--- src/rtl/sorted_list_insert_delete_defines.svh ---
// Assertion macros shared by the sorted list design.
`ifndef SORTED_LIST_INSERT_DELETE_DEFINES_SVH
`define SORTED_LIST_INSERT_DELETE_DEFINES_SVH

// Same-cycle implication, checked at every rising clock edge outside reset.
`define SLID_ASSERT_NOW(label, clk, rst, ante, cons) \
   label: assert property (@(posedge clk) disable iff (rst) (ante) |-> (cons)) \
      else $error("sorted list check failed");

// Next-cycle implication, checked at every rising clock edge outside reset.
`define SLID_ASSERT_NEXT(label, clk, rst, ante, cons) \
   label: assert property (@(posedge clk) disable iff (rst) (ante) |=> (cons)) \
      else $error("sorted list check failed");

`endif

--- src/rtl/slid_pkg.sv ---
`default_nettype none
package slid_pkg;

   // Number of list cells in the chain.
   localparam int CAPACITY = 32;
   localparam int IDX_W    = (CAPACITY > 1) ? $clog2(CAPACITY) : 1;
   localparam int CNT_W    = $clog2(CAPACITY + 1);

   // Fixed field widths of the stream channels.
   localparam int VALUE_W  = 32;
   localparam int POS_W    = 5;
   localparam int COUNT_W  = 6;

   typedef enum logic {
      OP_INSERT = 1'b0,
      OP_DELETE = 1'b1
   } op_type;

   // Broadcast from the top level to every cell.
   typedef struct packed {
      op_type                     op;
      logic                       do_insert;
      logic                       do_delete;
      logic signed [VALUE_W-1:0]  value;
      logic [CNT_W-1:0]           count;
   } cell_ctrl_type;

   // Status that each cell hands to its upper neighbor and to the top level.
   typedef struct packed {
      logic le;   // occupied and stored value <= request value
      logic eq;   // occupied and stored value == request value
      logic hit;  // this cell is the position used by the request
   } cell_flags_type;

   // One result beat.
   typedef struct packed {
      logic               done_res;
      logic [POS_W-1:0]   position;
      logic [COUNT_W-1:0] count;
   } rsp_type;

endpackage
`default_nettype wire

--- src/rtl/slid_cell.sv ---
`default_nettype none
module slid_cell (
   input  wire                                       clock,
   input  wire  [slid_pkg::IDX_W-1:0]                index,
   input  slid_pkg::cell_ctrl_type                   ctrl,
   input  wire  signed [slid_pkg::VALUE_W-1:0]       entry_below,
   input  wire  signed [slid_pkg::VALUE_W-1:0]       entry_above,
   input  slid_pkg::cell_flags_type                  flags_below,
   output logic signed [slid_pkg::VALUE_W-1:0]       entry,
   output slid_pkg::cell_flags_type                  flags
);

   logic signed [slid_pkg::VALUE_W-1:0] entry_ff;
   logic signed [slid_pkg::VALUE_W-1:0] entry_in;
   logic                                occupied;
   logic                                ge;
   logic                                ins_here;
   logic                                first_eq;

   // Compare the stored value against the broadcast request.
   always_comb begin
      occupied = slid_pkg::CNT_W'(index) < ctrl.count;
      flags.le = occupied && (entry_ff <= ctrl.value);
      flags.eq = occupied && (entry_ff == ctrl.value);
      ge       = occupied && !(entry_ff < ctrl.value);
      // The insertion point is the first cell whose value is not <= the request.
      ins_here = !flags.le && flags_below.le;
      // Equal values sit next to each other, so the first match has no match below.
      first_eq = flags.eq && !flags_below.eq;
      flags.hit = (ctrl.op == slid_pkg::OP_INSERT) ? ins_here : first_eq;
   end

   // Shift up on insert, shift down on delete, otherwise hold.
   always_comb begin
      entry_in = entry_ff;
      if (ctrl.do_insert) begin
         if (!flags_below.le) begin
            entry_in = entry_below;
         end else if (!flags.le) begin
            entry_in = ctrl.value;
         end
      end else if (ctrl.do_delete && ge) begin
         entry_in = entry_above;
      end
   end

   always_ff @(posedge clock) begin
      entry_ff <= entry_in;
   end

   assign entry = entry_ff;

endmodule
`default_nettype wire

--- src/rtl/slid_rsp_buf.sv ---
`default_nettype none
module slid_rsp_buf (
   input  wire                 clock,
   input  wire                 reset,
   input  wire                 push,
   input  slid_pkg::rsp_type   push_data,
   output logic                push_ready,
   output logic                rsp_valid,
   input  wire                 rsp_ready,
   output slid_pkg::rsp_type   rsp_data
);

   logic              main_valid_ff;
   logic              main_valid_in;
   slid_pkg::rsp_type main_data_ff;
   slid_pkg::rsp_type main_data_in;
   logic              skid_valid_ff;
   logic              skid_valid_in;
   slid_pkg::rsp_type skid_data_ff;
   slid_pkg::rsp_type skid_data_in;
   logic              pop;

   assign pop        = main_valid_ff && rsp_ready;
   assign push_ready = !skid_valid_ff;

   // Output register with a skid stage behind it.
   always_comb begin
      main_valid_in = main_valid_ff;
      main_data_in  = main_data_ff;
      skid_valid_in = skid_valid_ff;
      skid_data_in  = skid_data_ff;
      if (pop) begin
         main_valid_in = skid_valid_ff || push;
         main_data_in  = skid_valid_ff ? skid_data_ff : push_data;
         skid_valid_in = 1'b0;
      end else if (push) begin
         if (main_valid_ff) begin
            skid_valid_in = 1'b1;
            skid_data_in  = push_data;
         end else begin
            main_valid_in = 1'b1;
            main_data_in  = push_data;
         end
      end
   end

   always_ff @(posedge clock) begin
      if (reset) begin
         main_valid_ff <= 1'b0;
         skid_valid_ff <= 1'b0;
      end else begin
         main_valid_ff <= main_valid_in;
         skid_valid_ff <= skid_valid_in;
      end
      main_data_ff <= main_data_in;
      skid_data_ff <= skid_data_in;
   end

   assign rsp_valid = main_valid_ff;
   assign rsp_data  = main_data_ff;

endmodule
`default_nettype wire

--- src/rtl/sorted_list_insert_delete.sv ---
// Sorted list of signed 32-bit values held in a chain of compare-and-shift cells.
// Request channel (req_): tuser bit 0 is the operation (0 insert, 1 delete),
// tdata is the signed value. Result channel (rsp_): tuser bit 0 is done_res,
// tdata bits 4:0 are the position and bits 10:5 the entry count afterwards.
// Every request beat yields exactly one result beat, in order.
// The result is registered in the output buffer and shows on rsp_ once the
// results ahead of it are taken. Throughput: one request per cycle while req_tready
// is high; each cell compares its entry with the broadcast value and shifts within
// that same cycle, so the next request sees the updated list at once.
// An insert into a full list, or a delete that finds no equal entry, leaves the
// list unchanged and returns done_res 0, position 0.
// Reset (synchronous, active high) empties the list; entry contents are not
// cleared, since entries at or above the count are never used.
// When the receiver stalls, one more result is held in a skid stage; after that
// req_tready drops until rsp_ beats are taken again.
`default_nettype none
`include "sorted_list_insert_delete_defines.svh"
module sorted_list_insert_delete (
   input  wire         clock,
   input  wire         reset,
   input  wire         req_tvalid,
   output logic        req_tready,
   input  wire  [31:0] req_tdata,   // [31:0] value
   input  wire  [0:0]  req_tuser,   // [0] op
   output logic        rsp_tvalid,
   input  wire         rsp_tready,
   output logic [15:0] rsp_tdata,   // [4:0] position, [10:5] count, [15:11] zero
   output logic [0:0]  rsp_tuser    // [0] done_res
);

   localparam int N = slid_pkg::CAPACITY;

   logic [slid_pkg::CNT_W-1:0]          count_ff;
   logic [slid_pkg::CNT_W-1:0]          count_in;
   logic                                accept;
   logic                                full;
   logic                                any_match;
   logic                                done;
   logic [slid_pkg::IDX_W-1:0]          pos_idx;
   slid_pkg::op_type                    op;
   slid_pkg::cell_ctrl_type             ctrl;
   slid_pkg::rsp_type                   result;
   slid_pkg::rsp_type                   rsp_data;
   logic signed [slid_pkg::VALUE_W-1:0] entry_w [N];
   slid_pkg::cell_flags_type            flags_w [N];

   assign accept = req_tvalid && req_tready;
   assign op     = slid_pkg::op_type'(req_tuser[0]);
   assign full   = count_ff == slid_pkg::CNT_W'(N);

   // Combine the cell flags into the position used and the match summary.
   always_comb begin
      any_match = 1'b0;
      pos_idx   = '0;
      for (int k = 0; k < N; k++) begin
         any_match = any_match | flags_w[k].eq;
         pos_idx   = pos_idx | (flags_w[k].hit ? slid_pkg::IDX_W'(k) : '0);
      end
      done = (op == slid_pkg::OP_INSERT) ? !full : any_match;
   end

   // Control broadcast to all cells.
   always_comb begin
      ctrl.op        = op;
      ctrl.value     = $signed(req_tdata);
      ctrl.count     = count_ff;
      ctrl.do_insert = accept && (op == slid_pkg::OP_INSERT) && !full;
      ctrl.do_delete = accept && (op == slid_pkg::OP_DELETE) && any_match;
   end

   // Entry count update.
   always_comb begin
      count_in = count_ff;
      if (ctrl.do_insert) begin
         count_in = count_ff + 1'b1;
      end else if (ctrl.do_delete) begin
         count_in = count_ff - 1'b1;
      end
   end

   always_ff @(posedge clock) begin
      if (reset) begin
         count_ff <= '0;
      end else begin
         count_ff <= count_in;
      end
   end

   // Chain of cells; the bottom cell sees a neighbor that is always <= and
   // never equal, the top cell shifts in don't-care data.
   for (genvar g = 0; g < N; g++) begin : g_cell
      logic signed [slid_pkg::VALUE_W-1:0] below;
      logic signed [slid_pkg::VALUE_W-1:0] above;
      slid_pkg::cell_flags_type            fbelow;

      if (g == 0) begin : g_bottom
         assign below  = '0;
         assign fbelow = '{le: 1'b1, eq: 1'b0, hit: 1'b0};
      end else begin : g_inner
         assign below  = entry_w[g-1];
         assign fbelow = flags_w[g-1];
      end

      if (g == N - 1) begin : g_top
         assign above = '0;
      end else begin : g_lower
         assign above = entry_w[g+1];
      end

      slid_cell u_cell (
         .clock       (clock),
         .index       (slid_pkg::IDX_W'(g)),
         .ctrl        (ctrl),
         .entry_below (below),
         .entry_above (above),
         .flags_below (fbelow),
         .entry       (entry_w[g]),
         .flags       (flags_w[g])
      );
   end

   // Result beat for the accepted request.
   always_comb begin
      result.done_res = done;
      result.position = done ? slid_pkg::POS_W'(pos_idx) : '0;
      result.count    = slid_pkg::COUNT_W'(count_in);
   end

   slid_rsp_buf u_rsp_buf (
      .clock      (clock),
      .reset      (reset),
      .push       (accept),
      .push_data  (result),
      .push_ready (req_tready),
      .rsp_valid  (rsp_tvalid),
      .rsp_ready  (rsp_tready),
      .rsp_data   (rsp_data)
   );

   assign rsp_tuser = rsp_data.done_res;
   assign rsp_tdata = {5'b0, rsp_data.count, rsp_data.position};

   // Checks on the list bookkeeping and the result buffering.
   `SLID_ASSERT_NOW(a_count_bounded, clock, reset, 1'b1, count_ff <= slid_pkg::CNT_W'(N))
   `SLID_ASSERT_NEXT(a_full_insert_holds, clock, reset,
      accept && (op == slid_pkg::OP_INSERT) && full, $stable(count_ff))
   `SLID_ASSERT_NEXT(a_insert_grows, clock, reset, ctrl.do_insert,
      count_ff == $past(count_ff) + 1'b1)
   `SLID_ASSERT_NOW(a_stall_has_result, clock, reset, !req_tready, rsp_tvalid)

endmodule
`default_nettype wire
--- config.mk ---
export PLATFORM = sky130hd
export DESIGN_NAME = sorted_list_insert_delete
export DESIGN_NICKNAME = d
export VERILOG_FILES = /design/src/rtl/slid_pkg.sv /design/src/rtl/slid_cell.sv /design/src/rtl/slid_rsp_buf.sv /design/src/rtl/sorted_list_insert_delete.sv
export VERILOG_INCLUDE_DIRS = /design/src /design/src/rtl
export SDC_FILE = /design/constraint.sdc
export NUM_CORES = 2
export LEC_CHECK = 0
export BUFFER_PORTS_ARGS = -buffer_cell sky130_fd_sc_hd__buf_2
export CORE_ASPECT_RATIO = 1.75
export CORE_UTILIZATION = 45
export CTS_BUF_LIST = sky130_fd_sc_hd__clkbuf_4 sky130_fd_sc_hd__clkbuf_8 sky130_fd_sc_hd__clkbuf_16
export CTS_CLUSTER_SIZE = 28
export DETAILED_ROUTE_END_ITERATION = 8
export PLACE_DENSITY = 0.59
export SLEW_MARGIN = 20
export SYNTH_ARGS = -nofsm -noshare
export SYNTH_HDL_FRONTEND = slang
export SYNTH_SLANG_ARGS = --single-unit
--- constraint.sdc ---
create_clock -name clock -period 11.2 [get_ports clock]
set_clock_uncertainty 0.1 [all_clocks]
set_input_delay 2.8 -clock clock [delete_from_list [all_inputs] [get_ports clock]]
set_output_delay 2.8 -clock clock [all_outputs]
set_load 0.05 [all_outputs]
==> run_results.csv <==
group,metric,value,unit
critical_path,rr_startpoint,"count_ff[1]",
layout,area_taken_by_flip_flops_and_latches,31600,µm²
yosys,synth_top_area_frac,0.406,
run_status,outcome,"finished, final reports clean",
yosys,synthesis.yosys.warnings,0,
sta,hold_ws,0.417,ns
route,avgViaCountPerCell,6.47,
critical_path,r2r.worst_path.cells,14,
floorplanning,floorplan.rows,201,
place,place.detailed.hpwl,255,mm
yosys,yosys.area.top_type,"sky130_fd_sc_hd__edfxtp_1",
sta,final.min_clock_period,8.66,ns
clock_network,clockBufferDepth,3,
place,gpl.final_weighted_congestion,1.02,
hold_path,holdCritPathClass,"flop to flop",
layout,fillerInstances,16100,
floorplanning,initial_utilization,0.453,
run,max-cap-violations,0,
layout,num-nets-final,9465,
route,firstDrtPassIters,6,
sta,worst_slew_slack_as_a_fraction_of_its_limit,0.235,
clock_network,ctsRootBufferMaster,"sky130_fd_sc_hd__clkbuf_16",
sta,timing.final.setup_violations,0,
global_routing,grt_max_degree,232,
global_routing,grt_first_pass_wirelength,480,mm
critical_path,worst-endpoint-arrival,9.00,ns
route,route.detailed.drc,0,
layout,total_area_of_multi_input_combinational_cells,43800,µm²
yosys,netlist_instances,8510,
clock_network,post_cts_buffers,0,
critical_path,worstSetupStartpointType,"input port",
floorplanning,pin_count,56,
sta,setup_total_negative_slack,0,ns
route,routed_wire_length_per_instance,31.8,µm
power_and_ir_drop,ir_worst_vdd,149,µV
clock_network,numCtsBuffers,109,
sta,fmaxAchievable,0.115,GHz
power_and_ir_drop,power-per-cell-area,119,nW/µm²
critical_path,end_kind,"flop",
critical_path,crit_path_max_fanout,22,
place,port-buffer-count,50,
critical_path,worstSetupPathType,"input port to flop",
route,drc_marker_count_from_the_first_detailed_route_iteration,7106,
sta,report.final.hold_viol_count,0,
critical_path,crit_start,"req_tdata[26]",
sta,timing_max_transition_violations_final,0,
route,route.antenna.remaining_nets,0,
route,vias,69500,
clock_network,worst_skew_pair.late_latency,0.79,ns
yosys,yosys.cell_count.top_type,"sky130_fd_sc_hd__nand2_1",
layout,fraction_of_layout_instances_using_a_drive_strength_above_1,0.0696,
sta,layout_worst_path_cycle_share,0.773,
hold_path,min_path_cells,2,
floorplanning,die_x,316,µm
global_routing,first_global_vias,67500,
global_routing,grt-ovfl-total,0,
route,drt-total-wl,341,mm
clock_network,ctsHtreeMaxLevel,3,
yosys,postSynth.topFlopCell,"sky130_fd_sc_hd__edfxtp_1",
yosys,yosys_register_bits,1056,
yosys,synth_cell_types,89,
sta,slew_of_the_pin_with_the_lowest_slew_margin,1.14,ns
floorplanning,die_area,174000,µm²
yosys,ys_seq_area_frac,0.408,
floorplanning,fp.dieH,551,µm
yosys,synthesized_area_divided_by_synthesized_cell_count,9.11,µm²
sta,rsz0062_at_grt,"no",
global_routing,grt_antenna_before_repair,14,
yosys,synth_async_sr_flop_share,0,
clock_network,cts-resized-gates,0,
yosys,synth_enable_flop_cells,1048,
power_and_ir_drop,power.static_leakage,35.0,nW
clock_network,number_of_sinks_driven_by_the_clock_tree,1056,
yosys,synth.area.top_cells,"sky130_fd_sc_hd__edfxtp_1 (41%), sky130_fd_sc_hd__ha_1 (17%), sky130_fd_sc_hd__o21ai_0 (7.4%)",
global_routing,grt_util_all_layers,0.387,
clock_network,clock_pin_slew_reported_for_the_worst_setup_and_hold_paths_after_clock_tree_synthesis,0.07,ns
yosys,synth.cell_area,77600,µm²
yosys,top_cell_types_by_occurrence_after_synthesis,"sky130_fd_sc_hd__nand2_1 (1352), sky130_fd_sc_hd__o21ai_0 (1144), sky130_fd_sc_hd__edfxtp_1 (1048)",
hold_path,worstHoldStart,"u_rsp_buf.skid_data_ff[3]",
clock_network,cts_tree,"done",
clock_network,ctsHoldBuffers,0,
floorplanning,core_area,171000,µm²
layout,area_growth,9.08,%
critical_path,worst_ep_required_time,11.54,ns
kinds of logic (layout without fill, tap and decap cells):
| logic type | count (synthesis) | in the layout | synth area share |
|---|---|---|---|
| buffers and inverters | 641 | 621 | 0.0327 |
| flip-flops | 1056 | 1056 | 0.408 |
| XOR/XNOR | 24 | 24 | 0.00271 |
| other | 1 | 16 | 0.0000483 |
| AND/OR/NAND/NOR | 2774 | 2774 | 0.155 |
| adder cells (fa/ha/maj) | 1027 | 1027 | 0.166 |
| multiplexers | 436 | 436 | 0.0563 |
| AO/OA/AOI/OAI | 2551 | 2551 | 0.180 |
registers in the layout, indices dropped and copies added, names as in the netlist:
name	cells
u_rsp_buf.skid_data_ff	12
u_rsp_buf.rsp_data	12
count_ff	6
u_rsp_buf.skid_valid_ff	1
g_cell.u_cell.entry	1024
u_rsp_buf.rsp_valid	1
per-layer routing:
layer  GRT usage  routed length, µm  vias to the layer above
li1            -                  -                    31400
met5           0                115                        -
met2       0.623             156000                     3528
met3      0.0661              25200                     1327
met1       0.412             116000                    33200
met4       0.414              43900                       15
worst paths after layout:
check | end | slack, ns
setup / recovery | g_cell[5].u_cell.entry[3] | 2.54
hold reg to reg | u_rsp_buf.rsp_data[3] | 0.42
setup reg to reg | g_cell[31].u_cell.entry[18] | 4.98
hold / removal | u_rsp_buf.rsp_data[3] | 0.42
worst max-delay path, stage by stage:
cell	delay (ns)
sky130_fd_sc_hd__buf_2	0.64
sky130_fd_sc_hd__inv_2	0.64
sky130_fd_sc_hd__buf_4	0.37
sky130_fd_sc_hd__ha_1	0.29
sky130_fd_sc_hd__nand4_1	0.24
sky130_fd_sc_hd__nor4_1	0.98
sky130_fd_sc_hd__nand3_1	0.18
sky130_fd_sc_hd__nor2_1	0.35
sky130_fd_sc_hd__nor4_1	0.18
sky130_fd_sc_hd__nand4_1	0.15
sky130_fd_sc_hd__o21ai_4	0.11
sky130_fd_sc_hd__or2_4	0.54
sky130_fd_sc_hd__buf_4	0.30
sky130_fd_sc_hd__a211oi_4	0.71
sky130_fd_sc_hd__buf_4	0.43
per-stage QoR:
stage / area [µm²] / setup slack [ns] / power [W] / util / std cells
after floorplan: 77600 / 1.83 / 0.00555 / - / 8514
after global placement: 80800 / 1.85 / 0.00612 / 0.472 / 10500
after detailed placement: 80900 / 1.90 / 0.00617 / 0.472 / 10500
after CTS: 84500 / 2.69 / 0.0100 / 0.494 / 10700
after global routing: 84600 / 2.54 / 0.0103 / 0.494 / 10700
final: 84600 / 2.54 / 0.0101 / 0.494 / 10700
cell type report:
cell class	count	share of cell area
multi-input combinational	6817	0.518
sequential	1056	0.374
clock buffer	127	0.0340
tap	2233	0.0330
timing repair buffer	276	0.0250
clock inverter	77	0.00941
inverter	141	0.00626
antenna	11	0.000325
power by group:
part,leakage [nW],internal (W),switching (W)
combinational,23.6,0.000450,0.00107
clock,1.82,0.00217,0.00177
sequential,9.67,0.00450,0.000129
total,35.0,0.00711,0.00297
cell usage in the layout (no fill, tap or decap), drive strengths merged, types with 32 or more instances in the layout:
master,n
a211oi,39
a21o,52
a21oi,1027
a221oi,36
a31oi,48
buf,276
clkbuf,127
clkinv,50
edfxtp,1048
ha,1027
inv,147
mux2i,431
nand2,1352
nand3,126
nand4,235
nor2,736
nor2b,32
nor3,106
nor4,60
o211ai,32
o21ai,1154
Note: power is estimated with default switching activity, not from simulation.
